File: src/hdl/cursor_overlay_alpha_blend_macros.svh
// Assertion macros shared by the RTL of the cursor overlay block.
// Define ASSERT_OFF to compile the assertions away.
`ifndef CURSOR_OVERLAY_ALPHA_BLEND_MACROS_SVH
`define CURSOR_OVERLAY_ALPHA_BLEND_MACROS_SVH

`ifndef ASSERT_OFF

// The consequent must hold in the same cycle as the antecedent.
`define COAB_ASSERT_SAME(label, clk, rst, ante, cons, msg) \
   label: assert property (@(posedge clk) disable iff (rst) (ante) |-> (cons)) \
      else $error(msg);

// The consequent must hold in the cycle after the antecedent.
`define COAB_ASSERT_NEXT(label, clk, rst, ante, cons, msg) \
   label: assert property (@(posedge clk) disable iff (rst) (ante) |=> (cons)) \
      else $error(msg);

`else

`define COAB_ASSERT_SAME(label, clk, rst, ante, cons, msg)
`define COAB_ASSERT_NEXT(label, clk, rst, ante, cons, msg)

`endif

`endif

File: src/hdl/coab_pkg.sv
`default_nettype none

package coab_pkg;

   // Default sizes of the cursor store and of the frame.
   localparam int CURSOR_MAX_DIM_DEFAULT = 64;
   localparam int FRAME_MAX_DIM_DEFAULT  = 8192;

   // Fixed widths of the ports.
   localparam int CSR_ADDR_WIDTH = 3;
   localparam int CSR_DATA_WIDTH = 14;
   localparam int REQ_DATA_WIDTH = 72;
   localparam int REQ_USER_WIDTH = 2;
   localparam int RSP_DATA_WIDTH = 24;
   localparam int CHANNELS       = 3;

   // Alpha codes with a fixed meaning and the rounding offset of the blend.
   localparam logic [7:0] ALPHA_CLEAR  = 8'h00;
   localparam logic [7:0] ALPHA_OPAQUE = 8'hFF;
   localparam logic [7:0] ROUND_HALF   = 8'd127;

   // Input kind carried in the request user bits.
   localparam logic ACTION_LOAD  = 1'b0;
   localparam logic ACTION_PIXEL = 1'b1;

   // Configuration register indexes.
   typedef enum logic [CSR_ADDR_WIDTH-1:0] {
      CSR_CURSOR_LEFT = 3'd0,
      CSR_CURSOR_TOP  = 3'd1,
      CSR_CURSOR_COLS = 3'd2,
      CSR_CURSOR_ROWS = 3'd3,
      CSR_FRAME_COLS  = 3'd4,
      CSR_FRAME_ROWS  = 3'd5
   } csr_index_type;

   // Three channel bytes, channel 0 in the lowest byte.
   typedef logic [CHANNELS-1:0][7:0] pixel_type;

endpackage

`default_nettype wire

File: src/hdl/coab_blend.sv
`default_nettype none

module coab_blend
   import coab_pkg::*;
(
   input  wire logic [31:0] cursor_word,
   input  wire pixel_type   frame_pixel,
   input  wire logic        covered,
   output pixel_type        blend_pixel
);

   logic [7:0] alpha;
   logic [7:0] inv_alpha;

   assign alpha     = cursor_word[31:24];
   assign inv_alpha = ALPHA_OPAQUE - alpha;

   // Covered, alpha not clear: colour + round(frame * (255 - alpha) / 255), wrapped to 8 bits.
   // The division by 255 is (x + (x >> 8) + 1) >> 8, exact for x below 65535.
   always_comb begin
      logic [15:0] scaled;
      logic [16:0] approx;
      logic [7:0]  colour;
      for (int ch = 0; ch < CHANNELS; ch++) begin
         colour = cursor_word[8*ch +: 8];
         scaled = 16'(frame_pixel[ch] * inv_alpha) + 16'(ROUND_HALF);
         approx = 17'(scaled) + 17'(scaled[15:8]) + 17'd1;
         if (!covered || alpha == ALPHA_CLEAR) begin
            blend_pixel[ch] = frame_pixel[ch];
         end else if (alpha == ALPHA_OPAQUE) begin
            blend_pixel[ch] = colour;
         end else begin
            blend_pixel[ch] = colour + approx[15:8];
         end
      end
   end

endmodule

`default_nettype wire

File: config.mk
export PLATFORM = sky130hd
export DESIGN_NAME = coab_blend
export DESIGN_NICKNAME = d
export VERILOG_FILES = /design/src/hdl/cursor_overlay_alpha_blend_macros.svh /design/src/hdl/coab_pkg.sv /design/src/hdl/coab_blend.sv
export SDC_FILE = /design/constraint.sdc
export NUM_CORES = 1
export LEC_CHECK = 0
export BUFFER_PORTS_ARGS = -buffer_cell sky130_fd_sc_hd__clkbuf_2
export CORE_MARGIN = 10
export CORE_UTILIZATION = 55
export DETAILED_ROUTE_END_ITERATION = 10
export MAX_ROUTING_LAYER = met4
export PLACE_DENSITY = 0.73
export SYNTH_ARGS = -nofsm -noshare
export SYNTH_HDL_FRONTEND = slang
export SYNTH_SLANG_ARGS = --single-unit
File: constraint.sdc
create_clock -name vclk -period 9.45
set_input_delay 0.4725 -clock vclk [all_inputs]
set_output_delay 0.4725 -clock vclk [all_outputs]
set_load 0.02 [all_outputs]
---- Word level (Yosys, flattened, before mapping) ----
Cells that the tools add are included.
word-level totals
  register bits after elaboration ......... 0
  bits in latches ......................... 0
  memory bits (writable) .................. 0
  bits in read-only memories .............. 0
  bits of input ports ..................... 57
  output and inout port bits .............. 24
  word-level logic and storage cells ...... 26
  memories ................................ 0
operators by class
  add/sub/neg operators ................... 13
  $mul .................................... 3
  divide/modulo/power cells ............... 0
  $lt $le $gt $ge ......................... 0
  equality and inequality tests ........... 1
  shifts and indexed selects .............. 0
  mux-type cells .......................... 6
  bitwise gates (word level) .............. 0
  reduce and logical (&&, ||, !) cells .... 3
operators with widths
  kind                                           number
  adder 16 x 1 -> 16 bit, second input constant  3
  adder 16 x 7 -> 16 bit, second input constant  3
  adder 16 x 8 -> 16 bit                         3
  multiplier 8 x 8 -> 16 bit                     3
  two-way mux 8 bit                              6
  adder 8 bit                                    3
  == test 8 bit, second input constant           1
  logical NOT 8 bit                              1
  subtractor 8 bit, first input constant         1
  logical NOT 1 bit                              1
  logical OR 1 bit                               1

---- Depth between registers and ports, before layout ----
  depth in word-level cells ............... 8
  gate-level depth with buffers ........... 36
  mapped depth without buffers ............ 35

---- Least setup slack after synthesis ----
OpenSTA, ideal clock, no wires.
  path kind ............................... in2out
  start point ............................. input cursor_word[24]
  end point ............................... output blend_pixel[15] in the netlist's numbering
  arrival time ............................ 8.371 ns
  required time ........................... 8.977 ns
  slack ................................... 0.606 ns
  stages on the path ...................... 35
  buffers on the path ..................... 2
  cell sequence ........................... clkbuf_1 > nand2b_1 > fa_1 > inv_1 > fa_1 > fa_1 > inv_1 > fa_1 > inv_1 > ha_1 > and4_1 > a21o_1 > o21a_1 > or3_1 > and2_1 > clkbuf_1 > ha_1 > nor3_1 > a311oi_1 > maj3_1 > maj3_1 > nor2_1 > a2111oi_1 > xor2_1 > ha_1 > a21o_1 > a21oi_1 > o21bai_1 > a21oi_1 > o21bai_1 > a21oi_1 > xor2_1 > a21oi_1 > or4_1 > a31oi_1
RTL lines
  element          line             source
  start, declared  coab_blend.sv:6  input wire logic [31:0] cursor_word,
  end, declared    coab_blend.sv:9  output pixel_type blend_pixel

==> run summary <==
The total number of vias came out at 8,657. The number of nets in the synthesized netlist is 1,550. For this run, the slowest stage of the critical path takes 0.55 ns. The worst hold path was traced through 4 stages.

The DRC violation count after routing is 0, and the aggregate global-route resource usage is 21.35%. The die is 154.3 microns wide. The hold buffer count at CTS came out at 0. The flow ran to the end, and the final reports show no timing, DRC or antenna violations. Summing the areas of all compound-gate instances in the mapped netlist gives 16.44% of the synthesized area. The most common cell in the synthesized netlist is inv_1.

The initial cell density of the core came out at 55.61%. The weighted congestion reported at the end of routability-driven placement came out at 0.9237. The final global-route overflow total is 0, and the maximum fanout encountered on the critical timing path is 13. By area the synthesized netlist is led by fa_1 26%, ha_1 18%, nor2b_1 8.2%, inv_1 6.9%, nand2b_1 4.7%.

The final critical path takes up 95.10% of the cycle. The master of the slowest instance on the critical path was fa_1. The chip height was 154.3 microns; the area used by sequential logic in the layout was 0 sq um. The pin slew with the least headroom to its limit was 0.9971 ns; the count of final setup violators was 0. Of the synthesized area, sequential elements account for 0%. The kind of critical path was primary input to output pin. The tools report the routed wire length as 25.13 mm.

In the synthesized netlist, mux cells make up 0.9079% of the area. By area, the combinational part of the netlist is dominated by adder cells. The worst hold path terminates at blend_pixel[15]. The tools report the gate count of the mapped netlist as 1,223. The diode insertion count for antenna repair is 0, and the number of warnings issued by yosys is 0. For this block, the initial DRC count from the detailed router was 490. Distinct cell type count of the synthesized netlist: 77. Data on the critical path arrives at its endpoint at 8.51 ns. The clock buffer count in the final layout is 0. Area growth from synthesis to layout: 8.739%. The kind of capture point of the worst setup path was an output pin. The total area inside the core boundary comes to 17,840 sq um.

The total standard cell area after synthesis is 9922 sq um, and the worst hold slack is 1.323 ns. The logs give 0.4633 ns for the setup slack of the critical path after layout and 0 for the remaining antenna violation count. For this run, the detailed router's first-pass iteration total came to 5.

For the tightest slew margin relative to the limit, the log shows 33.37%. The critical path starts at cursor_word[24]. The number of global-route vias before repair is 8,792.

Entering global routing, the biggest net connects 41 pins. The initialized floorplan defines 49 standard-cell rows. The maximum clock frequency was 111.3 MHz; the max-slew violation total from the final report was 0. The tools report the kind of start point of the critical path as a primary input. The tools report the launch instance of the worst min-delay path as cursor_word[15]. Counting stages on the worst path, the most repeated cell is fa_1. STA puts the critical path data required time at 8.98 ns.

The tightest min-delay check is of the primary input to output pin type. The number of antenna violations at the first check in global routing came out at 0. The simple-gate portion of the synthesized area was 23.57%. After filler insertion, the fill cell instance count of the layout stands at 1,625. The tools report the sum of negative setup slack as 0 ns. The global-route wire length before repair came out at 42.73 mm. The share of final-layout standard cells stronger than drive strength 1 was 11.34%; the adder and majority gate portion of the synthesized area was 44.01%. The logs give 9210 sq um for the area occupied by multi-input gates and 0.1595 ns for the worst-case setup slack after placement.

Of the total synthesized cell area, the portion taken by XOR and XNOR cells is 6.898%. The floorplan step defined a die boundary enclosing 23,810 sq um. Library cell occupying the most area in the post-synthesis netlist: fa_1. Final HPWL from detailed placement: 21.15 mm.

A synthesized cell averages 8.113 sq um. The commonest cells after synthesis are 183 x inv_1, 141 x ha_1, 130 x nor2b_1. The top-area cell type share of the netlist area was 26.03%; the quantity of I/O buffers inserted on ports was 81. For this design the top-level I/O count stands at 81. There are 0 flip-flops and latches. Subtracting the final worst setup slack from the clock period gives 8.987 ns.

At the end of the flow, the number of nets in the layout was 1,625. In the final routed layout, each cell accounts on average for 16.48 microns. In the routed layout, each cell is associated on average with a via count of 5.677. Across the run, the number of max-cap violations was 0. For the final count of hold timing violations, the log shows 0.
worst max-delay path by stage:
stage | endpoint | cells past startpoint
final | blend_pixel[15] | 36
after global routing | blend_pixel[23] | 38
after CTS | blend_pixel[15] | 36
after detailed placement | blend_pixel[15] | 36
after global placement | blend_pixel[15] | 36
after floorplan | blend_pixel[15] | 35
critical path, delay by kind of cell:
family,cells,cell delay (ns)
adders and majority gates,9,3.66
and+or+nand+nor,7,1.74
AOI/OAI and AO/OA,12,1.61
buffers and inverters,6,0.67
xor gates and xnor gates,2,0.34
routing by layer:
layer	track usage, %	vias to the layer above	share of wire, %
met2	36.27	201	49
met1	28.05	4194	45
met4	2.519	0	1.5
met5	-	-	0
met3	1.636	26	4.7
li1	-	4236	-
logic make-up (layout without fill, tap and decap cells):
family                     count (synthesis)  in the layout
buffers and inverters                    215            288
AOI/OAI and AO/OA                        241            241
muxes                                      9              9
and+or+nand+nor                          416            416
xor gates and xnor gates                  70             70
adders and majority gates                272            272
layout by cell type, fill, tap and decap left out, drive strengths merged, types with 4 or more instances in the layout:
| master | synthesis | layout |
|---|---|---|
| o211ai | 5 | 5 |
| and2 | 11 | 11 |
| and4 | 5 | 5 |
| a31oi | 8 | 8 |
| nand3b | 6 | 6 |
| a211oi | 14 | 14 |
| nor3 | 19 | 19 |
| fa | 129 | 129 |
| ha | 141 | 141 |
| clkbuf | 28 | 77 |
| mux2i | 9 | 9 |
| inv | 183 | 183 |
| a21oi | 76 | 76 |
| a21o | 24 | 24 |
| or3 | 8 | 8 |
| o31ai | 5 | 5 |
| xnor2 | 46 | 46 |
| a2111oi | 4 | 4 |
| nand4 | 10 | 10 |
| nand3 | 13 | 13 |
| nor2 | 63 | 63 |
| and3 | 6 | 6 |
| nor3b | 6 | 6 |
| o21bai | 13 | 13 |
| nand2b | 75 | 75 |
| buf | 4 | 28 |
| o21a | 12 | 12 |
| xor2 | 20 | 20 |
| or2 | 7 | 7 |
| o21ai | 43 | 43 |
| nand2 | 46 | 46 |
| nor2b | 130 | 130 |
repair_timing:
item | in CTS | in global routing
setup endpoints to repair | 0 | 3
resized for setup | 0 | 35
setup buffers | 0 | 2
hold endpoints to repair | 0 | 0
stage by stage:
step / instance area (sq um) / utilization, % / instances
2_1_floorplan: 9922 / - / 1223
3_3_place_gp: 10680 / 59.84 / 1523
3_5_place_dp: 10680 / 59.84 / 1523
4_1_cts: 10680 / 59.84 / 1523
5_1_grt: 10790 / 60.47 / 1525
6_report: 10790 / 60.47 / 1525
final cells by class:
cell class | instances | share of cell area [%]
tap | 229 | 2.656
inverter | 183 | 6.367
timing repair buffer | 105 | 5.613
multi-input combinational | 1008 | 85.36
Power is left out: the tool's default activity adds up to more than one toggle a clock period on the data nets, which glitch-free logic cannot reach.
